[src/hw/rtl/zmtm_pkg.sv]
// shared types and constants of the memory and table unit
package zmtm_pkg;

  localparam int unsigned MEM_BYTES    = 65536;
  localparam int unsigned MEM_AW       = $clog2(MEM_BYTES);
  localparam int unsigned HEADER_LIMIT = 64;

  localparam logic [7:0]  DEFAULT_FORM  = 8'h82;
  localparam logic [15:0] FLAGS2_ADDR   = 16'h0011;
  localparam logic [7:0]  DYNAMIC_BITS  = 8'h07;

  // request type codes
  localparam logic [2:0] REQ_LOAD_BYTE  = 3'd0;
  localparam logic [2:0] REQ_LOAD_WORD  = 3'd1;
  localparam logic [2:0] REQ_STORE_BYTE = 3'd2;
  localparam logic [2:0] REQ_STORE_WORD = 3'd3;
  localparam logic [2:0] REQ_COPY       = 3'd4;
  localparam logic [2:0] REQ_SCAN       = 3'd5;
  localparam logic [2:0] REQ_FILL       = 3'd6;

  // transcript and fixed-pitch change codes
  localparam logic [1:0] CHG_NONE = 2'd0;
  localparam logic [1:0] CHG_ON   = 2'd1;
  localparam logic [1:0] CHG_OFF  = 2'd2;

  // header error bits
  localparam logic [1:0] ERR_HDR_BYTE = 2'b01;
  localparam logic [1:0] ERR_FLAGS2   = 2'b10;

  typedef enum logic [3:0] {
    OP_LDB,
    OP_LDW,
    OP_STB,
    OP_STW,
    OP_COPY,
    OP_ZERO,
    OP_SCAN,
    OP_FILL,
    OP_NOP
  } op_e;

  typedef struct packed {
    op_e         op;
    logic [15:0] addr;    // effective address, copy source or scan start
    logic [15:0] dst;     // copy destination
    logic [15:0] val;     // store value, fill byte or search value
    logic [15:0] count;   // copy size or scan entry count
    logic [6:0]  stride;
    logic        word;    // word compare in scan
    logic        back;    // backward copy
    logic        hdr;     // word store starts in the header
  } cmd_t;

  typedef struct packed {
    logic [15:0] result;
    logic        branch;
    logic [1:0]  err;
    logic [1:0]  trans;
    logic [1:0]  fixp;
  } rsp_t;

endpackage

[src/hw/rtl/zmtm_back.sv]
// execution sequencer over the byte memory
module zmtm_back (
  input  logic                         clk_i,
  input  logic                         rst_ni,
  input  logic                         cmd_valid_i,
  input  zmtm_pkg::cmd_t               cmd_i,
  output logic                         cmd_pop_o,
  output logic                         rsp_valid_o,
  output zmtm_pkg::rsp_t               rsp_o,
  input  logic                         rsp_ready_i,
  output logic                         ram_we_o,
  output logic [zmtm_pkg::MEM_AW-1:0]  ram_waddr_o,
  output logic [7:0]                   ram_wdata_o,
  output logic [zmtm_pkg::MEM_AW-1:0]  ram_raddr_o,
  input  logic [7:0]                   ram_rdata_i
);
  import zmtm_pkg::*;

  typedef enum logic [3:0] {
    S_IDLE, S_LD_HI, S_LD_LO, S_PROT, S_STW_LO, S_ZERO,
    S_COPY, S_SCAN, S_SCAN_LO, S_DONE
  } state_e;

  state_e      state_q, state_d;
  cmd_t        cur_q, cur_d;
  rsp_t        rsp_q, rsp_d;
  logic        phase_q, phase_d;
  logic [7:0]  hi_q, hi_d;
  logic        byp_q;
  logic [7:0]  bypd_q;
  logic [7:0]  rd, v, diff;
  logic [15:0] raddr, waddr, step, nxt;
  logic        we, match;
  logic [7:0]  wdata;

  assign rd   = byp_q ? bypd_q : ram_rdata_i;
  assign step = cur_q.back ? 16'hFFFF : 16'h0001;
  assign nxt  = cur_q.addr + {9'd0, cur_q.stride};

  always_comb begin
    state_d   = state_q;
    cur_d     = cur_q;
    rsp_d     = rsp_q;
    phase_d   = phase_q;
    hi_d      = hi_q;
    raddr     = cur_q.addr;
    waddr     = cur_q.addr;
    wdata     = 8'd0;
    we        = 1'b0;
    cmd_pop_o = 1'b0;
    v         = 8'd0;
    diff      = 8'd0;
    match     = 1'b0;
    unique case (state_q) inside
      S_IDLE: begin
        if (cmd_valid_i) begin
          cmd_pop_o = 1'b1;
          cur_d     = cmd_i;
          rsp_d     = '0;
          phase_d   = 1'b0;
          raddr     = cmd_i.addr;
          waddr     = cmd_i.addr;
          unique case (cmd_i.op)
            OP_LDB:  state_d = S_LD_LO;
            OP_LDW:  state_d = S_LD_HI;
            OP_STB:  state_d = S_PROT;
            OP_STW: begin
              if (cmd_i.hdr) begin
                state_d = S_PROT;
              end else begin
                we      = 1'b1;
                wdata   = cmd_i.val[15:8];
                state_d = S_STW_LO;
              end
            end
            OP_ZERO: state_d = (cmd_i.count == 16'd0) ? S_DONE : S_ZERO;
            OP_COPY: state_d = (cmd_i.count == 16'd0) ? S_DONE : S_COPY;
            OP_SCAN: state_d = (cmd_i.count == 16'd0) ? S_DONE : S_SCAN;
            OP_FILL: begin
              we      = 1'b1;
              wdata   = cmd_i.val[7:0];
              state_d = S_DONE;
            end
            default: state_d = S_DONE;
          endcase
        end
      end
      S_LD_HI: begin
        hi_d    = rd;
        raddr   = cur_q.addr + 16'd1;
        state_d = S_LD_LO;
      end
      S_LD_LO: begin
        rsp_d.result = (cur_q.op == OP_LDW) ? {hi_q, rd} : {8'd0, rd};
        state_d      = S_DONE;
      end
      S_PROT: begin
        v    = (cur_q.op == OP_STW && !phase_q) ? cur_q.val[15:8] : cur_q.val[7:0];
        diff = rd ^ v;
        wdata = v;
        if (diff != 8'd0) begin
          if (cur_q.addr >= 16'(HEADER_LIMIT)) begin
            we = 1'b1;
          end else if (cur_q.addr != FLAGS2_ADDR) begin
            rsp_d.err = rsp_q.err | ERR_HDR_BYTE;
          end else if (diff > DYNAMIC_BITS) begin
            rsp_d.err = rsp_q.err | ERR_FLAGS2;
          end else begin
            we = 1'b1;
            if (diff[0]) rsp_d.trans = v[0] ? CHG_ON : CHG_OFF;
            if (diff[1]) rsp_d.fixp  = v[1] ? CHG_ON : CHG_OFF;
          end
        end
        if (cur_q.op == OP_STW && !phase_q) begin
          phase_d    = 1'b1;
          cur_d.addr = cur_q.addr + 16'd1;
          raddr      = cur_q.addr + 16'd1;
        end else begin
          state_d = S_DONE;
        end
      end
      S_STW_LO: begin
        we      = 1'b1;
        waddr   = cur_q.addr + 16'd1;
        wdata   = cur_q.val[7:0];
        state_d = S_DONE;
      end
      S_ZERO: begin
        we          = 1'b1;
        cur_d.addr  = cur_q.addr + 16'd1;
        cur_d.count = cur_q.count - 16'd1;
        if (cur_q.count == 16'd1) state_d = S_DONE;
      end
      S_COPY: begin
        // write this byte while the next source byte is read
        we          = 1'b1;
        waddr       = cur_q.dst;
        wdata       = rd;
        raddr       = cur_q.addr + step;
        cur_d.addr  = cur_q.addr + step;
        cur_d.dst   = cur_q.dst + step;
        cur_d.count = cur_q.count - 16'd1;
        if (cur_q.count == 16'd1) state_d = S_DONE;
      end
      S_SCAN, S_SCAN_LO: begin
        if (state_q == S_SCAN && cur_q.word) begin
          hi_d    = rd;
          raddr   = cur_q.addr + 16'd1;
          state_d = S_SCAN_LO;
        end else begin
          if (state_q == S_SCAN_LO) begin
            match = {hi_q, rd} == cur_q.val;
          end else begin
            match = (cur_q.val[15:8] == 8'd0) && (rd == cur_q.val[7:0]);
          end
          if (match) begin
            rsp_d.result = cur_q.addr;
            rsp_d.branch = 1'b1;
            state_d      = S_DONE;
          end else if (cur_q.count == 16'd1) begin
            state_d = S_DONE;
          end else begin
            cur_d.addr  = nxt;
            cur_d.count = cur_q.count - 16'd1;
            raddr       = nxt;
            state_d     = S_SCAN;
          end
        end
      end
      S_DONE: begin
        if (rsp_ready_i) state_d = S_IDLE;
      end
      default: state_d = S_IDLE;
    endcase
  end

  assign ram_we_o    = we;
  assign ram_waddr_o = waddr[MEM_AW-1:0];
  assign ram_wdata_o = wdata;
  assign ram_raddr_o = raddr[MEM_AW-1:0];
  assign rsp_valid_o = state_q == S_DONE;
  assign rsp_o       = rsp_q;

  always_ff @(posedge clk_i or negedge rst_ni) begin
    if (!rst_ni) begin
      state_q <= S_IDLE;
      byp_q   <= 1'b0;
    end else begin
      state_q <= state_d;
      // the ram returns old data when read and write meet
      byp_q   <= we && (waddr[MEM_AW-1:0] == raddr[MEM_AW-1:0]);
    end
  end

  always_ff @(posedge clk_i) begin
    cur_q   <= cur_d;
    rsp_q   <= rsp_d;
    phase_q <= phase_d;
    hi_q    <= hi_d;
    bypd_q  <= wdata;
  end

endmodule

[config.mk]
export PLATFORM = sky130hd
export DESIGN_NAME = zmtm_back
export DESIGN_NICKNAME = d
export VERILOG_FILES = /design/src/hw/rtl/zmtm_pkg.sv /design/src/hw/rtl/zmtm_back.sv
export SDC_FILE = /design/constraint.sdc
export NUM_CORES = 1
export LEC_CHECK = 0
export ABC_AREA = 1
export BUFFER_PORTS_ARGS = -buffer_cell sky130_fd_sc_hd__clkbuf_2
export CORE_ASPECT_RATIO = 0.8
export CORE_MARGIN = 5
export CORE_UTILIZATION = 35
export DETAILED_ROUTE_END_ITERATION = 8
export PLACE_DENSITY = 0.51
export SKIP_CTS_REPAIR_TIMING = 1
export SLEW_MARGIN = 10
export SYNTH_ARGS = -nofsm -noshare
export SYNTH_HDL_FRONTEND = slang
export SYNTH_SLANG_ARGS = --single-unit
[constraint.sdc]
create_clock -name clk_i -period 5.5 [get_ports clk_i]
set_input_delay 1.1 -clock clk_i [delete_from_list [all_inputs] [get_ports clk_i]]
set_output_delay 1.1 -clock clk_i [all_outputs]
set_load 0.01 [all_outputs]
* After elaboration in Yosys (flattened, before gate mapping)
Cells that the tools add are included.
** Word-level totals
- Flip-flop bits (word level) :: 123
- Output and inout port bits :: 66
- Logic and storage cells :: 173
** Operators by class
- Add/subtract/negate cells :: 5
- $lt $le $gt $ge :: 2
- Equality and inequality tests :: 41
- Multiplexer cells :: 70
- Bitwise operators :: 1
- Reductions and logical operators :: 34
** Operator list (number)
- 16-bit 2-to-1 mux :: 11
- 16-bit one-hot mux with 5 select lines :: 2
- 16-bit one-hot mux with 3 select lines :: 3
- 74-bit 2-to-1 mux :: 1
- 4-bit one-hot mux with 7 select lines :: 2
- 4-bit 2-to-1 mux :: 12
- 8-bit 2-to-1 mux :: 5
- 17-bit 2-to-1 mux :: 2
- 16-bit adder :: 2
- 16-bit equality test :: 2
- 4-bit by 3-bit equality test with 1-bit output (second input constant) :: 8
- 16-bit one-hot mux with 2 select lines :: 1
- 8-bit one-hot mux with 2 select lines :: 2
- 8-bit one-hot mux with 4 select lines :: 1
- 23-bit 2-to-1 mux :: 1
- 4-bit by 2-bit equality test with 1-bit output (second input constant) :: 5
- 2-bit inequality test (second input constant) :: 10
- 16-bit by 1-bit adder with 16-bit output (second input constant) :: 1
- 16-bit by 7-bit adder with 16-bit output :: 1
- 16-bit by 1-bit equality test with 1-bit output (second input constant) :: 1
- 16-bit by 7-bit greater-or-equal comparator with 1-bit output (second input constant) :: 1
- 16-bit zero test :: 1
- 16-bit by 5-bit inequality test with 1-bit output (second input constant) :: 1
- 2-bit by 1-bit inequality test with 1-bit output (second input constant) :: 8
- 29 further kinds :: 69

* Depth between registers and ports, before layout
Gate-level depths: netlist of the first run.
- Depth in word-level cells :: 11
- Mapped depth :: 23
- Mapped depth without buffers :: 23

* Worst setup path before layout of the first run
OpenSTA, ideal clock, no wires.
- Path kind :: input to output
- Start :: in cmd_valid_i
- End :: out ram_we_o
- Arrival time :: 3.484 ns
- Data required time :: 4.400 ns
- Slack :: 0.916 ns
- Cell stages on the path :: 6
- Path buffers :: 2
- Cell sequence :: buf_2 > clkbuf_1 > inv_1 > nor2_1 > o21ai_0 > nand3_1
** Between the ends
- Cells in the longest elaborated chain, start to end :: 2
** Ends and longest elaborated chain
- start: declaration :: line zmtm_back.sv:5 : input logic cmd_valid_i,
- 1-bit 2-to-1 mux :: line zmtm_back.sv:56 : if (cmd_valid_i) begin
- 1-bit one-hot mux with 3 select lines :: line zmtm_back.sv:54 : unique case (state_q) inside
- end: declaration :: line zmtm_back.sv:11 : output logic ram_we_o,
Every way passes these cells.

* Final worst setup path of the first run
- Start :: reg cur_q[1] in the netlist's numbering
- End :: out ram_raddr_o[12] in the netlist's numbering
** Between the ends
- Cells in the longest elaborated chain, start to end :: 3
** Ends and longest elaborated chain
- start: declaration :: line zmtm_back.sv:25 : cmd_t cur_q, cur_d;
- start signal: assignment :: line zmtm_back.sv:196 : cur_q <= cur_d;
- 16-bit 2-to-1 mux :: line zmtm_back.sv:37 : assign step = cur_q.back ? 16'hFFFF : 16'h0001;
- 16-bit adder :: line zmtm_back.sv:139 : raddr = cur_q.addr + step;
- 16-bit one-hot mux with 5 select lines :: line zmtm_back.sv:54
- end: declaration :: line zmtm_back.sv:14 : output logic [zmtm_pkg::MEM_AW-1:0] ram_raddr_o,
Every way passes these cells.

==> results of run 1 <==
-- area by class of cell --
type	instances	area share, %
sequential	122	28.1
tap	413	4.08
antenna	1	0.0197
clock buffer	20	3.44
inverter	214	6.34
clock inverter	12	0.977
timing repair buffer	174	7.25
multi-input combinational	1213	49.8
-- worst max-delay path by stage --
stage                    from              end  slack [ns]  depth (start not counted)
5_1_grt              cur_q[1]  ram_raddr_o[12]        0.61                         14
4_1_cts              cur_q[1]  ram_raddr_o[12]        0.82                         14
3_5_place_dp   ram_rdata_i[5]  ram_raddr_o[10]        1.09                         15
3_3_place_gp   ram_rdata_i[3]  ram_raddr_o[10]        1.15                         14
6_report             cur_q[1]  ram_raddr_o[12]        0.82                         14
2_1_floorplan     cmd_valid_i         ram_we_o        0.92                          6
-- through the flow --
stage | hold slack, ns | std cells | cell area (sq um) | total power [mW]
CTS | 0.472 | 2168 | 12700 | 8.26
floorplan | 0.539 | 1598 | 10900 | 5.24
global route | 0.478 | 2169 | 12700 | 8.98
global placement | 0.567 | 2136 | 12100 | 7.10
finish | 0.477 | 2169 | 12700 | 8.32
detailed placement | 0.569 | 2136 | 12100 | 7.10
-- worst register-to-register path, cell delays in order, from the launching register on --
cell	delay [ns]
edfxtp_1	0.94
buf_4	0.38
inv_1	0.10
fa_1	0.46
inv_1	0.07
nand3_1	0.06
nand2_1	0.10
inv_1	0.06
nor2_1	0.12
nor2_1	0.07
o21ai_0	0.28
a21boi_0	0.19
o21ai_0	0.25
nand2_1	0.10
nand2_1	0.08
a21oi_1	0.07
nor2_1	0.09
o21ai_0	0.09
-- flip-flops by register name, indices dropped and copies added (netlist names) --
signal,count
rsp_o,23
phase_q,1
bypd_q,8
state_q,4
byp_q,1
cur_q,77
hi_q,8
-- cells in the final DEF, fill, tap and decap left out, types with 9 or more instances in the layout --
cell / count
nand4_1: 31
nand2_1: 466
nand3_1: 159
o21ai_1: 9
o21ai_0: 90
edfxtp_1: 109
xor2_1: 18
a21oi_1: 47
nor2_1: 143
clkbuf_2: 155
a22oi_1: 15
buf_4: 19
xnor2_1: 18
nor3_1: 19
inv_1: 190
nand2_2: 9
ha_1: 40
o211ai_1: 12
inv_2: 22
a211oi_1: 12
clkbuf_16: 17
o22ai_1: 36
-- power groups by stage --
stage	registers (mW)	logic (mW)	clock network (mW)
after floorplan	1.76	3.47	0
after global placement	1.92	5.18	0
after detailed placement	1.92	5.18	0
after CTS	1.90	5.21	1.15
after global routing	1.95	5.84	1.19
final	1.91	5.27	1.14
-- routing by layer --
| metal | global-route usage [%] | vias up | part of all wire (%) |
|---|---|---|---|
| li1 | - | 5678 | - |
| met1 | 38.4 | 5521 | 46 |
| met2 | 35.0 | 675 | 40 |
| met3 | 5.56 | 93 | 11 |
| met4 | 9.43 | 0 | 3.3 |
| met5 | 0 | - | 0 |
-- cells by family after synthesis --
group / Yosys count / synth area share, %
fa+ha+maj: 43 / 5.14
compound gates: 262 / 14.8
buf+inv: 263 / 9.52
simple gates: 870 / 34.7
flops: 122 / 32.6
xor+xnor: 38 / 3.19
==> results.toml, run 1 <==
[timing]
fin_tns_setup_ns = 0
worst_slew_pin_slew_ns = 0.982
finalSetupViolCount = 0
fin_skew_ns = 0.0137
fmax_ghz = 0.214
final_hold_viol_count = 0
slew_headroom_pct = 34.3
drv_slew = 0
finalCritPeriodShare_pct = 85.1
min_period_ns = 4.68
rsz0062_at_grt = "no"
setup_slack_ns = 0.822

[critical_path]
crit_chain = "fa_1, nand2_1, inv_1, o21ai_0, nand2_1, nand2_1, nand2_1, nand2_1, nand2_1, o21ai_0, nand3_1, nand2_1, inv_1, clkbuf_2"
endpoint_kind = "output pin"
r2r_slack_ns = 1.74
critPathMaxFanout = 17
cp_slowest_cell = "edfxtp_1"
critPathMostFrequentCell = "nand2_1"
critPathLaunchType = "flop"
ff2ff_path_depth = 17
critPathKind = "flop to output pin"
cp_num_buf_inv = 3
cp.required_ns = 4.40
cp_slowest_stage_delay_ns = 0.75
worst_ep_arrival_time_ns = 3.58
cp_top_family = "simple AND/OR/NAND/NOR gates"
r2r_end = "cur_q[56]"
rr_startpoint = "cur_q[1]"

[yosys]
synth_top_area_share_pct = 30.0
synth-edff-count = 109
syn_avg_cell_area_sq_um = 6.82
async_flop_share_pct = 4.10
yosysMostFrequentCell = "nand2_1"
synth_top_cell_by_area = "edfxtp_1"
yosys_warnings = 0
synth_nets = 1731
netlist_instances = 1598
synth_top_cells_by_count = "nand2_1, inv_1, nand3_1, nor2_1, edfxtp_1"
synth_cell_types = 61
synth_top_cells_by_area = "edfxtp_1, nand2_1, nand3_1"
synth_area_sq_mm = 0.0109
synth-seq-cells = 122
synth_seq_area_share_pct = 32.6
synth_ff_type = "edfxtp_1"

[detailed_routing]
final_antenna_net_count = 0
wire_per_inst_um = 20.9
dr.pass1.iters = 6
drcViolationCount = 0
via_per_inst = 5.52
dr.first_iter.drc_count = 1212
wl_mm = 45.4
via_count = 11967

[clock_tree]
cts_made_buffers = 17
cts_htree_levels = 4
clk_latency_ns = 0.44
cts_tree = "done"
clock-sinks = 122
cts.path.max_buffers = 2
ctsRootBufferMaster = "clkbuf_16"
clkTransAtPathRegs_ns = 0.06

[global_route]
grt.total_usage_pct = 25.3
grt-ovfl-total = 0
grt_pass1_wl_mm = 67.9
grt_max_degree = 32
grt_pass1_vias = 11032
antenna_found_initial = 2

[floorplan]
fp.dieH_um = 168
start_util_pct = 35.7
rows = 57
core_area_sq_mm = 0.0305
die-area_sq_mm = 0.0348
fp.dieW_um = 207
io_pins = 156

[pwr]
seq_power_share_pct = 23.0
p_clk_share_pct = 13.6
p_leak_nw = 5.99
power_density_mw_per_mm2 = 657
internal_power_mw = 3.82
p_comb_share_pct = 63.4
switching_share_pct = 54.1
ir_drop_uv = 242
switchingPower_mw = 4.50

[place]
portBuffers = 155
pre_cts_ws_ns = 1.09
dpl.hpwl_mm = 35.3
gp_congestion = 0.961

[final_layout]
multiInputGateArea_sq_mm = 0.00632
layout-drive-gt1-share_pct = 15.0
utilization_pct = 41.5
syn2layout_area_growth_pct = 16.3
fin_nets = 1875
regArea_sq_mm = 0.00356
fill_cells = 3322

[run]
cap_violations = 0

[hold_path]
hold_path.class = "input pin to asynchronous set/reset pin"

[run_status]
status = "finished, final reports clean"
Power figures use the tool's default switching activity.
==> run 2, diff against run 1 <==
RECOVER_POWER = 25   (was default)
==> run 2 against run 1 <==
Net effect:
- sequential cell count unchanged
- routed wire length increased by 0.44%
- register-to-register slack got worse by 0.12 ns
- clock skew decreased by 0.0049 ns
- count of clock-buffer cells in the layout unchanged
- critical endpoint is now ram_raddr_o[10]
==> results.toml, run 2 (synthesis results as in run 1) <==
[global_route]
grt_max_degree = 32
grt_pass1_wl_mm = 67.9
grt_pass1_vias = 11032
antenna_found_initial = 2
grt-ovfl-total = 0
grt.total_usage_pct = 25.3

[final_layout]
utilization_pct = 41.3
top_register = "cur_q"
final_area_sq_mm = 0.0126
final_cell_mix = "nand2_1, inv_1, nand3_1, nor2_1, clkbuf_2"
final_common_cell = "nand2_1"
fin_nets = 1875
largest_register_ffs = 77
syn2layout_area_growth_pct = 15.6
layout-drive-gt1-share_pct = 12.5

[timing]
fmax_ghz = 0.211
min_period_ns = 4.75
worst_slew_pin_slew_ns = 1.42
drv_slew = 0
holdWs_ns = 0.536
finalSetupViolCount = 0
fin_skew_ns = 0.00873
slew_headroom_pct = 5.06
finalCritPeriodShare_pct = 86.3
final_hold_viol_count = 0
fin_tns_setup_ns = 0
rsz0062_at_grt = "no"

[floorplan]
die-area_sq_mm = 0.0348
rows = 57
core_area_sq_mm = 0.0305
fp.dieW_um = 207
fp.dieH_um = 168
start_util_pct = 35.7
io_pins = 156

[critical_path]
r2r_slack_ns = 1.62
cp.required_ns = 4.40
worst_ep_arrival_time_ns = 3.65
critPathKind = "flop to output pin"
critPathMaxFanout = 20
endpoint_kind = "output pin"
critPathLaunchType = "flop"

[clock_tree]
ctsRootBufferMaster = "clkbuf_16"
cts.path.max_buffers = 2
clkTransAtPathRegs_ns = 0.06
cts_htree_levels = 4
cts_made_buffers = 17
clock-sinks = 122
cts_tree = "done"
clk_latency_ns = 0.44

[detailed_routing]
via_per_inst = 5.51
dr.first_iter.drc_count = 1159
via_count = 11957
drcViolationCount = 0
wire_per_inst_um = 21.0
final_antenna_net_count = 0
dr.pass1.iters = 6
wl_mm = 45.6

[pwr]
p_leak_nw = 5.88
ir_drop_uv = 242
power_density_mw_per_mm2 = 660

[hold_path]
hold_path.class = "input pin to asynchronous set/reset pin"

[run]
cap_violations = 0

[place]
portBuffers = 155
dpl.hpwl_mm = 35.3
gp_congestion = 0.961
placed_area_sq_mm = 0.0121

[run_status]
status = "finished, final reports clean"
-- run 2: cell count changes in the layout (fill, tap and decap cells not counted), moves of 2 or more --
cell	delta
nand2_2	-5
nor2_1	+2
clkbuf_1	+36
nand2_1	+5
clkbuf_2	-35
-- run 2: layer usage --
metal,GRT usage (%),routed length (um)
met3,5.56,4470
met1,38.4,21500
met4,9.43,1450
met5,0,0
met2,35.0,18200
-- run 2: report_power, final --
part	internal (mW)	leakage, nW	switching, mW
combinational	1.63	4.45	3.64
clock	0.663	0.258	0.472
sequential	1.51	1.17	0.398
total	3.80	5.88	4.51
-- run 2: cell type report --
class                   count  area (sq um)
repair buffers            174           871
flip-flops and latches    122          3560
inverters                 214           803
multi-input cells        1213          6290
fillers                  3346         17900
clock buffers              20           437
clock inverters            12           124
diodes                      1          2.50
well taps                 413           517
-- run 2: final timing paths --
path / from / to / depth (start not counted)
setup / recovery: byp_q / ram_raddr_o[10] / 16
max in group asynchronous: rst_ni / state_q[3] / 1
setup reg to reg: byp_q / byp_q / 20
hold / removal: rst_ni / byp_q / 1
min in group clk_i: bypd_q[0] / hi_q[0] / 2
hold reg to reg: bypd_q[0] / hi_q[0] / 2
-- run 2: per-stage QoR --
step / setup WS (ns) / instances / power (mW)
finish: 0.752 / 2169 / 8.31
global route: 0.467 / 2169 / 8.95
CTS: 0.822 / 2168 / 8.26
detailed placement: 1.09 / 2136 / 7.10
global placement: 1.15 / 2136 / 7.10
floorplan: 0.916 / 1598 / 5.24
-- run 2: worst max-delay path, stage by stage (launching register included) --
cell	delay (ns)
dfrtp_1	0.64
inv_1	0.28
nand2_1	0.14
nand2_1	0.14
nand2_1	0.09
nand2_1	0.05
inv_1	0.04
nand2_1	0.05
nor2_2	0.40
nand3_2	0.53
inv_2	0.26
nand2_1	0.09
nand3_1	0.09
nand3_1	0.09
nand2_1	0.12
inv_1	0.04
clkbuf_2	0.12
