--- src/hw/rtl/zmtm_pkg.sv ---
// shared types and constants of the memory and table unit
package zmtm_pkg;

  localparam int unsigned MEM_BYTES    = 65536;
  localparam int unsigned MEM_AW       = $clog2(MEM_BYTES);
  localparam int unsigned HEADER_LIMIT = 64;

  localparam logic [7:0]  DEFAULT_FORM  = 8'h82;
  localparam logic [15:0] FLAGS2_ADDR   = 16'h0011;
  localparam logic [7:0]  DYNAMIC_BITS  = 8'h07;

  // request type codes
  localparam logic [2:0] REQ_LOAD_BYTE  = 3'd0;
  localparam logic [2:0] REQ_LOAD_WORD  = 3'd1;
  localparam logic [2:0] REQ_STORE_BYTE = 3'd2;
  localparam logic [2:0] REQ_STORE_WORD = 3'd3;
  localparam logic [2:0] REQ_COPY       = 3'd4;
  localparam logic [2:0] REQ_SCAN       = 3'd5;
  localparam logic [2:0] REQ_FILL       = 3'd6;

  // transcript and fixed-pitch change codes
  localparam logic [1:0] CHG_NONE = 2'd0;
  localparam logic [1:0] CHG_ON   = 2'd1;
  localparam logic [1:0] CHG_OFF  = 2'd2;

  // header error bits
  localparam logic [1:0] ERR_HDR_BYTE = 2'b01;
  localparam logic [1:0] ERR_FLAGS2   = 2'b10;

  typedef enum logic [3:0] {
    OP_LDB,
    OP_LDW,
    OP_STB,
    OP_STW,
    OP_COPY,
    OP_ZERO,
    OP_SCAN,
    OP_FILL,
    OP_NOP
  } op_e;

  typedef struct packed {
    op_e         op;
    logic [15:0] addr;    // effective address, copy source or scan start
    logic [15:0] dst;     // copy destination
    logic [15:0] val;     // store value, fill byte or search value
    logic [15:0] count;   // copy size or scan entry count
    logic [6:0]  stride;
    logic        word;    // word compare in scan
    logic        back;    // backward copy
    logic        hdr;     // word store starts in the header
  } cmd_t;

  typedef struct packed {
    logic [15:0] result;
    logic        branch;
    logic [1:0]  err;
    logic [1:0]  trans;
    logic [1:0]  fixp;
  } rsp_t;

endpackage

--- src/hw/rtl/zmtm_front.sv ---
// request decode and two-entry command queue
module zmtm_front (
  input  logic          clk_i,
  input  logic          rst_ni,
  input  logic          push_i,
  output logic          full_o,
  input  logic [2:0]    req_type_i,
  input  logic [15:0]   first_operand_i,
  input  logic [15:0]   second_operand_i,
  input  logic [15:0]   third_operand_i,
  input  logic [7:0]    scan_form_i,
  input  logic          form_given_i,
  output logic          cmd_valid_o,
  output zmtm_pkg::cmd_t cmd_o,
  input  logic          cmd_pop_i
);
  import zmtm_pkg::*;

  cmd_t        cmd;
  cmd_t        q_q [2];
  logic        wr_q, rd_q;
  logic [1:0]  cnt_q;
  logic [15:0] a, b, c, size, eff_b, eff_w;
  logic [7:0]  form;
  logic        push_ok, pop_ok;

  assign a = first_operand_i;
  assign b = second_operand_i;
  assign c = third_operand_i;
  assign eff_b = a + b;
  assign eff_w = a + {b[14:0], 1'b0};
  assign form  = form_given_i ? scan_form_i : DEFAULT_FORM;
  assign size  = c[15] ? (~c + 16'd1) : c;

  always_comb begin
    cmd        = '0;
    cmd.op     = OP_NOP;
    cmd.val    = c;
    cmd.stride = form[6:0];
    cmd.word   = form[7];
    unique case (req_type_i)
      REQ_LOAD_BYTE: begin
        cmd.op   = OP_LDB;
        cmd.addr = eff_b;
      end
      REQ_LOAD_WORD: begin
        cmd.op   = OP_LDW;
        cmd.addr = eff_w;
      end
      REQ_STORE_BYTE: begin
        cmd.op   = OP_STB;
        cmd.addr = eff_b;
      end
      REQ_STORE_WORD: begin
        cmd.op   = OP_STW;
        cmd.addr = eff_w;
        cmd.hdr  = eff_w < 16'(HEADER_LIMIT);
      end
      REQ_COPY: begin
        cmd.count = size;
        if (b == 16'd0) begin
          cmd.op   = OP_ZERO;
          cmd.addr = a;
        end else if (a > b || c[15]) begin
          cmd.op   = OP_COPY;
          cmd.addr = a;
          cmd.dst  = b;
        end else begin
          // backward copy starts at the last byte
          cmd.op   = OP_COPY;
          cmd.back = 1'b1;
          cmd.addr = a + c + 16'hFFFF;
          cmd.dst  = b + c + 16'hFFFF;
        end
      end
      REQ_SCAN: begin
        cmd.op    = OP_SCAN;
        cmd.addr  = b;
        cmd.val   = a;
        cmd.count = c;
      end
      REQ_FILL: begin
        cmd.op   = OP_FILL;
        cmd.addr = a;
      end
      default: cmd.op = OP_NOP;
    endcase
  end

  assign full_o      = cnt_q == 2'd2;
  assign cmd_valid_o = cnt_q != 2'd0;
  assign cmd_o       = q_q[rd_q];
  assign push_ok     = push_i && !full_o;
  assign pop_ok      = cmd_pop_i && cmd_valid_o;

  always_ff @(posedge clk_i) begin
    if (push_ok) begin
      q_q[wr_q] <= cmd;
    end
  end

  always_ff @(posedge clk_i or negedge rst_ni) begin
    if (!rst_ni) begin
      wr_q  <= 1'b0;
      rd_q  <= 1'b0;
      cnt_q <= 2'd0;
    end else begin
      if (push_ok) wr_q <= ~wr_q;
      if (pop_ok)  rd_q <= ~rd_q;
      cnt_q <= cnt_q + {1'b0, push_ok} - {1'b0, pop_ok};
    end
  end

endmodule

--- config.mk ---
export PLATFORM = sky130hd
export DESIGN_NAME = zmtm_front
export DESIGN_NICKNAME = d
export VERILOG_FILES = /design/src/hw/rtl/zmtm_pkg.sv /design/src/hw/rtl/zmtm_front.sv
export SDC_FILE = /design/constraint.sdc
export NUM_CORES = 1
export LEC_CHECK = 0
export ABC_AREA = 1
export BUFFER_PORTS_ARGS = -buffer_cell sky130_fd_sc_hd__buf_2
export CORE_MARGIN = 10
export CORE_UTILIZATION = 55
export CTS_CLUSTER_SIZE = 12
export DETAILED_ROUTE_END_ITERATION = 12
export PLACE_DENSITY = 0.77
export SYNTH_ARGS = -nofsm -noshare
export SYNTH_HDL_FRONTEND = slang
export SYNTH_SLANG_ARGS = --single-unit
export TNS_END_PERCENT = 5
--- constraint.sdc ---
create_clock -name clk_i -period 11.5 [get_ports clk_i]
set_input_delay 1.15 -clock clk_i [delete_from_list [all_inputs] [get_ports clk_i]]
set_output_delay 1.15 -clock clk_i [all_outputs]
set_load 0.05 [all_outputs]
# == After elaboration in Yosys (flattened, before gate mapping) ==
# Memory sizes are Yosys's and may differ from the RTL's.
# Cells that the tools add are included.
# word_totals
register_bits,4
ram_bits,156
inputBits,64
mem_count,1
# op_classes
add_sub_neg,9
magnitude_cmp,2
n_eq_ne,7
muxes,16
bitwise,3
reduce_logical,9
# memory_table
name,words,width,rd,rd_ports_with_merged_regs,write_ports,line,rtl
q_q,2,78,1,0,1,zmtm_front.sv:20,cmd_t q_q [2];
# op_table
operator,count
$pmux 16 s5,1
$add 16x16->16,4
$mux 16,4
$add 16x16->16 const B,2
$mux 32,1
$pmux 16 s2,1
$pmux 4 s7,1
$mux 17,1
$add 16x1->16 const B,1
$gt 16x16->1,1
$logic_not 16->1,1
$lt 16x7->1 const B,1
$not 16->16,1
$eq 3x3->1 const B,3
$mux 8,1
$eq 3x2->1 const B,2
$mux 1,6
$reduce_or 2->1,2
$eq 3x1->1 const B,1
$logic_not 3->1,1
$add 2x1->2,1
$eq 2x2->1 const B,1
$logic_and 1x1->1,2
$not 1->1,2
other kinds (4),4

# == Depth between registers and ports, before layout ==
# Gate-level depths: netlist (run 1).
# logic_depth
depth_word,5
depth_mapped,17
depth_no_buf,17

# == Worst setup path after synthesis (run 1) ==
# No wires, ideal clock.
# synth_path
path_type,input-to-reg
start,input port push_i
end,"memory q_q[0][0] in the netlist's numbering, enable pin"
setup_time_ns,0.515
t_arrival_ns,4.609
required_time_ns,10.985
slack_ns,6.375
stages,2
n_path_buf,0
cell_sequence,o21ai_0 nor2_1
# synth_between
elab_chain_cells,3
# synth_lines
element,line,rtl
"start, declared",zmtm_front.sv:5,"input logic push_i,"
$logic_and 1x1->1,zmtm_front.sv:93,assign push_ok = push_i && !full_o;
$mux 1,zmtm_front.sv:97,if (push_ok) begin
$mux 1 (not written as such),zmtm_front.sv:98,q_q[wr_q] <= cmd;
"end, declared",zmtm_front.sv:20,
# Every way passes these cells.

==> results of run 1 <==
## synth_stat cells, types with 6 or more instances
| master | count | area (um2) |
|---|---|---|
| nor2_1 | 85 | 319 |
| nand2_1 | 454 | 1700 |
| nand3_1 | 69 | 345 |
| ha_1 | 106 | 1330 |
| clkbuf_1 | 24 | 90.1 |
| xor2_1 | 20 | 175 |
| a31oi_1 | 6 | 37.5 |
| a21oi_2 | 11 | 96.3 |
| a21oi_1 | 91 | 455 |
| nand2_2 | 6 | 37.5 |
| nor3_1 | 14 | 70.1 |
| o21bai_1 | 20 | 150 |
| edfxtp_1 | 156 | 4680 |
| nand4_1 | 21 | 131 |
| inv_1 | 210 | 788 |
| xnor2_1 | 10 | 87.6 |
| o22ai_1 | 12 | 75.1 |
| o21ai_1 | 18 | 90.1 |
| or2_2 | 8 | 50.1 |
| o21ai_0 | 57 | 285 |
| a21o_1 | 6 | 45.0 |
## worst paths after layout
| kind | cells past startpoint | slack [ns] | to |
|---|---|---|---|
| worst min-delay path | 1 | 0.50 | rd_q |
| worst max-delay path | 6 | 7.43 | cmd_o[55] |
| worst min register to register | 1 | 0.57 | cnt_q[0] |
| min in group clk_i | 1 | 0.57 | cnt_q[0] |
| max in group asynchronous | 1 | 10.87 | rd_q |
| worst max register to register | 4 | 8.64 | q_q[0][70] |
## routing by layer
layer | up-vias | global-route usage | part of all wire
li1 | 5057 | - | -
met1 | 4757 | 0.371 | 0.43
met2 | 474 | 0.433 | 0.46
met3 | 66 | 0.0314 | 0.075
met4 | 0 | 0.103 | 0.035
met5 | - | 0 | 0
## through the flow
| stage | std cells | power, W | worst slack (ns) | cell area (um2) |
|---|---|---|---|---|
| 2_1_floorplan | 1447 | 0.00192 | 6.38 | 11500 |
| 3_3_place_gp | 1832 | 0.00228 | 7.57 | 12500 |
| 3_5_place_dp | 1832 | 0.00230 | 7.57 | 12500 |
| 4_1_cts | 1864 | 0.00287 | 7.38 | 13100 |
| 5_1_grt | 1865 | 0.00301 | 7.25 | 13100 |
| 6_report | 1866 | 0.00286 | 7.43 | 13100 |
## power breakdown
part           internal (W)  total (W)  leakage [nW]  switching, W
Clock              0.000296   0.000582         0.292      0.000286
Combinational      0.000301    0.00143          4.56       0.00113
Sequential         0.000814   0.000848          1.51     0.0000340
Total               0.00141    0.00286          6.37       0.00145
## cells by family after synthesis
logic type	after synthesis	synth area share
AND/OR/NAND/NOR	664	0.237
XOR/XNOR	30	0.0228
AO/OA/AOI/OAI	233	0.117
flip-flops	160	0.416
buffers and inverters	250	0.0854
adder cells (fa/ha/maj)	110	0.122
## flip-flops by register name, summed over array words and instances (netlist names)
signal	flops
wr_q	1
rd_q	1
cnt_q	2
q_q	156
## final cells by class
class	count	share of cell area
Clock inverter	15	0.0138
Timing Repair Buffer	150	0.0588
Sequential cell	160	0.366
Antenna cell	2	0.000383
Tap cell	270	0.0258
Inverter	215	0.0618
Clock buffer	17	0.0326
Multi-Input combinational cell	1037	0.441
==> impl_results.md, run 1 <==
* RSZ-0062 raised after global routing: false
* VDD IR max at 0.000142 V
* Syn_nets at 1621
* Seq/Total Area, Yosys at 0.416
* Total global-route track usage at 0.271
* Pin count of the biggest net entering global routing at 80
* Worst-path maximum fanout at around 80
* Fin. max-slew vios at 0
* Core area at just over 0.02 mm2
* Leak at 6.37 nW
* Total DRC errors in the routed layout at 0
* Setup crit end kind: primary output
* IO Pins at 144
* Via/cell ratio at between 5 and 6
* Setup violations, final at 0
* Final Cycle Share at 0.354
* Layout Utilization at 0.640
* Number of setup buffers added after CTS at 0
* Proportion of layout cells with a drive suffix above 1 at 0.140
* Critical Path RT at 10.35 ns
* Cts bufs inserted at 17
* Initial antenna violation count at 1
* Worst-path clk slew at 0.08 ns
* Critical R2R Launch: cnt_q[1]
* Hold-fix buffers, CTS at 0
* Post-detail-place hpwl at just under 30000 um
* WP buf/inv at 4
* Routed Antenna Nets at 0
* DIE HEIGHT at 165 um
* Post-CTS resize count at 0
* DIE AREA at 0.0271 mm2
* Total number of vias at 10400
* Drt wl/cell at 20.0 um
* Clock Skew at around 0.015 ns
* GRT overflow at 0
* Clock sinks at 160
* FMAX at 246 MHz
* Measured slew at the worst slew-check pin at 1.29 ns
* CP peak stage delay at ~0.58 ns
* Tmin final at 4.07 ns
* Vias in the first global route at 9587
* Register area at 0.00479 mm2
* Port bufs at 143
* CP Launch Type: flop
* Area Growth Syn to Fin at 13.5%
* Starting DRT DRC Count at 881
* Outcome: completed
* Critical-path cell list: buf_4 -> inv_2 -> buf_4 -> nand2_1 -> nand2_1 -> buf_2
* Filler cell count in the final layout at between 1500 and 2000
* Core Rows at 52
* Synthesis warning total at 0
* DR pass1 iterations at 7
* Commonest non-fill, non-tap cells in the layout: 454 x nand2_1, 210 x inv_1, 156 x edfxtp_1, 143 x buf_2, 106 x ha_1
* Max Root-Sink Buffers at 2
* Multi-input gate area at 0.00576 mm2
* Crit-path leading delay family: buffers and inverters
* Avg Inst Size Synth at 7.96 um2
* Relative slew slack at 0.137
* Initial Utilization at 0.564
* Worst hold slack at 0.504 ns
* First-pass GRT wire length at 55800 um
* Synth async-reset ratio at 0.0250
* Final GP Congestion at 1.03
* Later-pin clock latency in the skew report at approximately 0.44 ns
* H-Tree Level Count at 4
* Netlist cell types at between 40 and 50
* Pwr per Cell Area at 219 mW/mm2
* Max cap viols at 0
* Post-synth EDFFs at 156
* Ys flop type: edfxtp_1
* Nets at 1755
* Cell Area, Synth at ~0.012 mm2
* CTS tree: built
* Die Wd at ~160 um
* Yosys reg bits at 160
* Crit path kind: reg2out
* Arrival time of the worst setup path at 2.92 ns
* Drt total wl at 37300 um
* Hold Fails Final Rpt at 0
* Clock root buffer: clkbuf_16
* Worst Setup SP: rd_q
* Slowest-stage cell, CP: buf_4
* Synth Instances at 1447
* Setup TNS at 0 ns
* Most common cell after layout, fill and taps aside: nand2_1
* Hold Path Class: in2async
Note: power is estimated with default switching activity, not from simulation.
==> run 2, diff against run 1 <==
Settings changed: CORE_UTILIZATION 55 to 54, PLACE_DENSITY 0.77 to 0.79.
Clock period 11.5 ns to 3.4 ns, I/O delays scaled along.
==> run 2 against run 1 <==
Against the previous run:
- largest cell class unchanged
- global-route usage fell by 0.65 points
- non-clock buffer count rose by 18
- total power rose to 3.4 times the previous value
- highest routed layer unchanged
- register-to-register slack got worse by 7.4 ns
- die area rose by 1.6%
- first-iteration DRC count rose by 39%
- wire length rose by 0.26%
- sequential share of layout area fell by 0.34 points
- clock-buffer cell count rose by 1
==> impl_results.md, run 2 (synthesis gave the netlist of run 1 again) <==
* Drt total wl at 37400 um (was 37300 um)
* FMAX at approximately 380 MHz
* Nets at 1773 (was 1755)
* GRT Max-Usage Layer: met2 (unchanged)
* Fin. max-slew vios at 0 (unchanged)
* GR Util met2 at 0.433 (about the same)
* DR pass1 iterations at 5 (was 7)
* Hold Path Class: in2reg (was in2async)
* H-Tree Level Count at 4 (unchanged)
* Worst hold slack at 0.191 ns (was 0.504 ns)
* Initial antenna violation count at 0 (was 1)
* Cts bufs inserted at 17 (unchanged)
* Met1 Resource Use GR at 0.324 (was 0.371)
* Pin count of the biggest net entering global routing at 79 (was 80)
* Total number of vias at 10700 (was 10400)
* Met3 usage at 0.0655 (was 0.0314)
* Total global-route track usage at 0.265 (was 0.271)
* Final GP Congestion at 1.07 (was 1.03)
* Area Growth Syn to Fin at 14.6% (was 13.5%)
* PnR Total Power at 0.00968 W (was 0.00286 W)
* Worst-path clk slew at 0.07 ns (was 0.08 ns)
* Hold Fails Final Rpt at 0 (unchanged)
* Measured slew at the worst slew-check pin at 1.07 ns (was 1.29 ns)
* Critical Path RT at 3.58 ns (was 10.35 ns)
* Setup violations, final at 0 (unchanged)
* DIE AREA at 0.0276 mm2 (was 0.0271 mm2)
* Leak at 6.45 nW (was 6.37 nW)
* Post-detail-place hpwl at 28300 um (was 29200 um)
* Layout Cells excl Fill at 1887 (was 1866)
* Later-pin clock latency in the skew report at 0.44 ns (about the same)
* Worst-path maximum fanout at 6 (was 79)
* RSZ-0062 raised after global routing: false (unchanged)
* Vias in the first global route at 10500 (was 9587)
* Antenna diode instance count at 0 (was 2)
* Leading registers by flop count: q_q: 156 flops, cnt_q: 2 flops (unchanged)
* Number of setup buffers added after CTS at 0 (unchanged)
* Setup crit end kind: flop (was primary output)
* Clock Skew at 0.00909 ns (was 0.0150 ns)
* VDD IR max at 0.000596 V (was 0.000142 V)
* Top reg by flops: q_q (unchanged)
* Final Cycle Share at 0.782
* Max reg flops at 156 (unchanged)
* Via/cell ratio at 5.67 (was 5.55)
* Pwr per Cell Area at 734 mW/mm2 (was 219 mW/mm2)
* Clock root buffer: clkbuf_16 (unchanged)
* Routed Antenna Nets at 0 (unchanged)
* Clock sinks at 160 (unchanged)
* DIE HEIGHT at 166 um (was 165 um)
* Total DRC errors in the routed layout at 0 (unchanged)
* Outcome: completed (unchanged)
* CP Launch Type: input port (was flop)
* Max Root-Sink Buffers at 2 (unchanged)
* Core Rows at 53 (was 52)
* Starting DRT DRC Count at 1223 (was 881)
* Commonest non-fill, non-tap cells in the layout: 454 x nand2_1, 210 x inv_1, 156 x edfxtp_1, 143 x buf_2, 106 x ha_1 (unchanged)
* Post-Place Cells at 1854 (was 1832)
* CTS tree: built (unchanged)
* Most common cell after layout, fill and taps aside: nand2_1 (unchanged)
* IO Pins at 144 (unchanged)
* Initial Utilization at 0.548 (was 0.564)
* Arrival time of the worst setup path at 2.84 ns (was 2.92 ns)
* Die Wd at 166 um (was 165 um)
* Proportion of layout cells with a drive suffix above 1 at 0.148 (was 0.140)
* Core area at 0.0210 mm2 (was 0.0204 mm2)
* Max cap viols at 0 (unchanged)
* Tmin final at 2.66 ns
* GRT overflow at 0 (unchanged)
* Port bufs at 143 (unchanged)
* First-pass GRT wire length at 58000 um (was 55800 um)
* Crit path kind: in2reg (was reg2out)
* Relative slew slack at 0.284 (was 0.137)
* Drt wl/cell at 19.8 um (was 20.0 um)
run 2: cell types whose count changed in the layout (fill, tap and decap cells not counted), moves of 2 or more:
cell	previous run	this run
buf_4	7	23
clkinv_8	4	0
diode_2	2	0
inv_6	2	4
run 2: area by class of cell:
type                       instances  area [um2]
clock inverter                    14         144
sequential                       160        4790
tap                              275         344
inverter                         215         807
multi-input combinational       1037        5760
fill                            1823        7830
clock buffer                      18         429
timing repair buffer             168         918
run 2: worst max-delay path, cell delays in order:
cell and delay (ns):
buf_2 0.17, inv_1 0.12, ha_1 0.32, inv_1 0.08, ha_1 0.19, inv_1 0.07, fa_1 0.42, o31ai_1 0.50
nand3_1 0.12, nand3_1 0.11, xor2_1 0.16, nand2_1 0.08, nand2_1 0.07, nand3_1 0.08
run 2: where the power goes:
part | switching, W | internal [W] | total, W
registers | 0.000114 | 0.00275 | 0.00286
logic | 0.00386 | 0.00106 | 0.00492
clock network | 0.000859 | 0.00103 | 0.00189
total | 0.00484 | 0.00484 | 0.00968
run 2: path summary, 6_finish.rpt:
kind / cells past startpoint / slack (ns) / end / start
max: 14 / 0.74 / q_q[1][71] / first_operand_i[1]
min: 3 / 0.19 / q_q[0][8] / scan_form_i[5]
max reg2reg: 6 / 1.27 / cnt_q[1] / cnt_q[0]
min reg2reg: 1 / 0.56 / cnt_q[0] / cnt_q[0]
max in group asynchronous: 2 / 3.02 / rd_q / rst_ni
min in group asynchronous: 2 / 0.25 / cnt_q[1] / rst_ni
run 2: timing repair:
action	4_1_cts	5_1_grt
resized for setup	0	0
hold buffers	1	0
hold endpoints to repair	4	0
run 2: per-layer routing:
layer,up-vias,wire (um)
li1,5096,-
met4,0,1710
met1,4913,14500
met3,105,3770
met5,-,0
met2,584,17400
run 2: metrics by stage:
| stage | util | worst slack [ns] | TNS, ns | cell area, um2 |
|---|---|---|---|---|
| after floorplan | - | -1.02 | -158.50 | 11500 |
| after global placement | 0.600 | 0.480 | 0 | 12600 |
| after detailed placement | 0.600 | 0.341 | 0 | 12600 |
| after CTS | 0.628 | 0.795 | 0 | 13200 |
| final | 0.628 | 0.741 | 0 | 13200 |
| after global routing | 0.628 | 0.624 | 0 | 13200 |
==> run 3, diff against run 2 <==
Clock period 3.4 ns to 2.3 ns, I/O delays scaled along.
==> run 3 against run 2 <==
Against the previous run:
- worst hold slack worse by 0.11 ns
- global-route usage increased by 0.36 points
- clock power is 57% higher
- critical path depth fell by 9
- sequential share of layout area shrank 3.7 points
- die area is the same
- clock-buffer cell count is the same
- critical path type is now reg2out
- highest routed layer unchanged
==> impl_results.md, run 3 (synthesis gave the netlist of run 1 again) <==
* Arrival time of the worst setup path at 1.95 ns (was 2.84 ns)
* Critical Path RT at 2.07 ns (was 3.58 ns)
* Critical R2R Launch: cnt_q[0] (unchanged)
* DIE HEIGHT at 166 um (unchanged)
* Core area at 0.0210 mm2 (unchanged)
* Leading registers by flop count: q_q: 156 flops, cnt_q: 2 flops (unchanged)
* Hold depth at 3 (unchanged)
* Measured slew at the worst slew-check pin at 0.645 ns (was 1.07 ns)
* Leak at 7.37 nW (was 6.45 nW)
* Clock sinks at 160 (unchanged)
* Routed Antenna Nets at 0 (unchanged)
* IO Pins at 144 (unchanged)
* Drt total wl at 38300 um (was 37400 um)
* WP buf/inv at 3 (was 4)
* Hold Path Class: in2reg (unchanged)
* Setup violations, final at 0 (unchanged)
* DIE AREA at 0.0276 mm2 (unchanged)
* Multi-input gate area at 0.00579 mm2 (was 0.00576 mm2)
* Total DRC errors in the routed layout at 0 (unchanged)
* Top reg by flops: q_q (unchanged)
* Slowest-stage cell, CP: dfrtp_2 (was o31ai_1)
* Final GP Congestion at 0.966 (was 1.07)
* R2R Path End: cnt_q[1] (unchanged)
* R2R Setup Slk at 0.47 ns (was 1.27 ns)
* Pin count of the biggest net entering global routing at 79 (unchanged)
* DR pass1 iterations at 5 (unchanged)
* Outcome: completed (unchanged)
* Filler cell count in the final layout at 1662 (was 1823)
* Via/cell ratio at 5.47 (was 5.67)
* Hold Fails Final Rpt at 0 (unchanged)
* Seq pwr share at 0.284 (was 0.296)
* Worst path most repeated cell: nand2_1
* H-Tree Level Count at 4 (unchanged)
* Total number of vias at 11300 (was 10700)
* Area Growth Syn to Fin at 27.7% (was 14.6%)
* Sw power at 0.00722 W (was 0.00484 W)
* Switch share at 0.483 (was 0.500)
* Clock Power Share at 0.198 (was 0.196)
* Total global-route track usage at 0.268 (was 0.265)
* Post-detail-place hpwl at 30600 um (was 28300 um)
* Cell internal pwr at 0.00773 W (was 0.00484 W)
* Crit path kind: reg2out (was in2reg)
* CTS tree: built (unchanged)
* Final Cycle Share at 0.946
* Die Wd at 166 um (unchanged)
* Crit-path leading delay family: buffers and inverters (was adder cells)
* Cts bufs inserted at 17 (unchanged)
* Pre-CTS WS at -0.333 ns (was 0.341 ns)
* Tmin final at 2.18 ns
* Critical-path cell list: inv_2 -> buf_12 -> nand2_1 -> nand2_1 -> buf_2 (was buf_2 -> inv_1 -> ha_1 -> inv_1 -> ha_1 -> inv_1 -> fa_1 -> o31ai_1 -> nand3_1 -> nand3_1 -> xor2_1 -> nand2_1 -> nand2_1 -> nand3_1)
* Max reg flops at 156 (unchanged)
* Combinational share of power at 0.518 (was 0.509)
* Later-pin clock latency in the skew report at 0.44 ns (about the same)
* FMAX at 460 MHz
* Layout Utilization at 0.699 (was 0.628)
* WHS Endpoint: q_q[1][4] (was q_q[0][8])
* Most common cell after layout, fill and taps aside: nand2_1 (unchanged)
* Max Root-Sink Buffers at 2 (unchanged)
* GRT overflow at 0 (unchanged)
* Commonest non-fill, non-tap cells in the layout: 454 x nand2_1, 210 x inv_1, 191 x buf_4, 156 x edfxtp_1, 143 x buf_2 (was 454 x nand2_1, 210 x inv_1, 156 x edfxtp_1, 143 x buf_2, 106 x ha_1)
* Worst-path maximum fanout at 26 (was 6)
* Hold_sp: scan_form_i[1] (was scan_form_i[5])
* Setup TNS at 0 ns (unchanged)
* Port bufs at 143 (unchanged)
* Antenna diode instance count at 0 (unchanged)
* Clock Skew at 0.0161 ns (was 0.00909 ns)
* R2R depth at 6 (unchanged)
* Max cap viols at 0 (unchanged)
* Starting DRT DRC Count at 1081 (was 1223)
* Worst hold slack at 0.0800 ns (was 0.191 ns)
* Pwr per Cell Area at 1020 mW/mm2 (was 734 mW/mm2)
* Setup crit end kind: primary output (was flop)
* Nets at 1950 (was 1773)
* Core Rows at 53 (unchanged)
* CP peak stage delay at 0.43 ns (was 0.50 ns)
* Register area at 0.00479 mm2 (unchanged)
* CP Launch Type: flop (was input port)
* Vias in the first global route at 11000 (was 10500)
* RSZ-0062 raised after global routing: false (unchanged)
* First-pass GRT wire length at 58700 um (was 58000 um)
* Worst-path clk slew at 0.07 ns (about the same)
* PnR worst setup slack at 0.124 ns (was 0.741 ns)
* Proportion of layout cells with a drive suffix above 1 at 0.235 (was 0.148)
* Relative slew slack at 0.565 (was 0.284)
* VDD IR max at 0.000580 V (was 0.000596 V)
* Initial antenna violation count at 0 (unchanged)
* Initial Utilization at 0.548 (unchanged)
* Fin. max-slew vios at 0 (unchanged)
* Drt wl/cell at 18.5 um (was 19.8 um)
* Clock root buffer: clkbuf_16 (unchanged)
-- run 3: changes by cell type in the layout (fill, tap and decap cells not counted), sizes merged --
| cell | before | now |
|---|---|---|
| inv | 223 | 224 |
| buf | 167 | 344 |
| clkinvlp | 1 | 0 |
| bufinv | 1 | 2 |
| clkinv | 4 | 3 |
-- run 3: tightest hold or removal path, delay by kind of cell --
kind,cells,cell delay [ns]
buffers and inverters,2,0.10
and+or+nand+nor,1,0.07
-- run 3: through the flow --
stage | std cells | cell area, um2 | total power (W)
after global routing | 2064 | 14700 | 0.0157
after floorplan | 1447 | 11500 | 0.00956
final | 2064 | 14700 | 0.0149
after detailed placement | 2031 | 14100 | 0.0120
after CTS | 2064 | 14700 | 0.0150
after global placement | 2031 | 14100 | 0.0119
-- run 3: what timing repair did --
action,in CTS,in global routing
setup endpoints to repair,0,4
endpoints found under the hold margin,4,0
gates resized for setup,0,3
hold buffers,1,0
buffers inserted,0,0
-- run 3: how the worst max path moves through the flow --
stage / start / to / slack, ns / cells past startpoint
6_report: rd_q / cmd_o[67] / 0.12 / 5
5_1_grt: third_operand_i[1] / q_q[0][55] / 0.03 / 13
4_1_cts: first_operand_i[1] / q_q[1][71] / 0.10 / 14
3_5_place_dp: first_operand_i[1] / q_q[1][71] / -0.33 / 14
3_3_place_gp: first_operand_i[1] / q_q[0][71] / -0.29 / 14
2_1_floorplan: first_operand_i[1] / q_q[0][71] / -0.03 / 13
-- run 3: power by group through the flow --
stage	Clock [W]	Combinational, W	Sequential, W
2_1_floorplan	0	0.00531	0.00426
3_3_place_gp	0	0.00762	0.00426
3_5_place_dp	0	0.00773	0.00430
4_1_cts	0.00296	0.00776	0.00424
5_1_grt	0.00309	0.00829	0.00430
6_report	0.00296	0.00775	0.00424
-- run 3: routing by layer --
layer,global-route usage,share of wire
met2,0.459,0.48
met5,0,0
met3,0.0374,0.075
met4,0.121,0.044
met1,0.328,0.40
-- run 3: cell type report --
class                   instances  area share
inverters                     215      0.0549
flip-flops and latches        160       0.326
clock buffers                  18      0.0299
well taps                     275      0.0234
repair buffers                345       0.160
clock inverters                14      0.0123
multi-input cells            1037       0.393
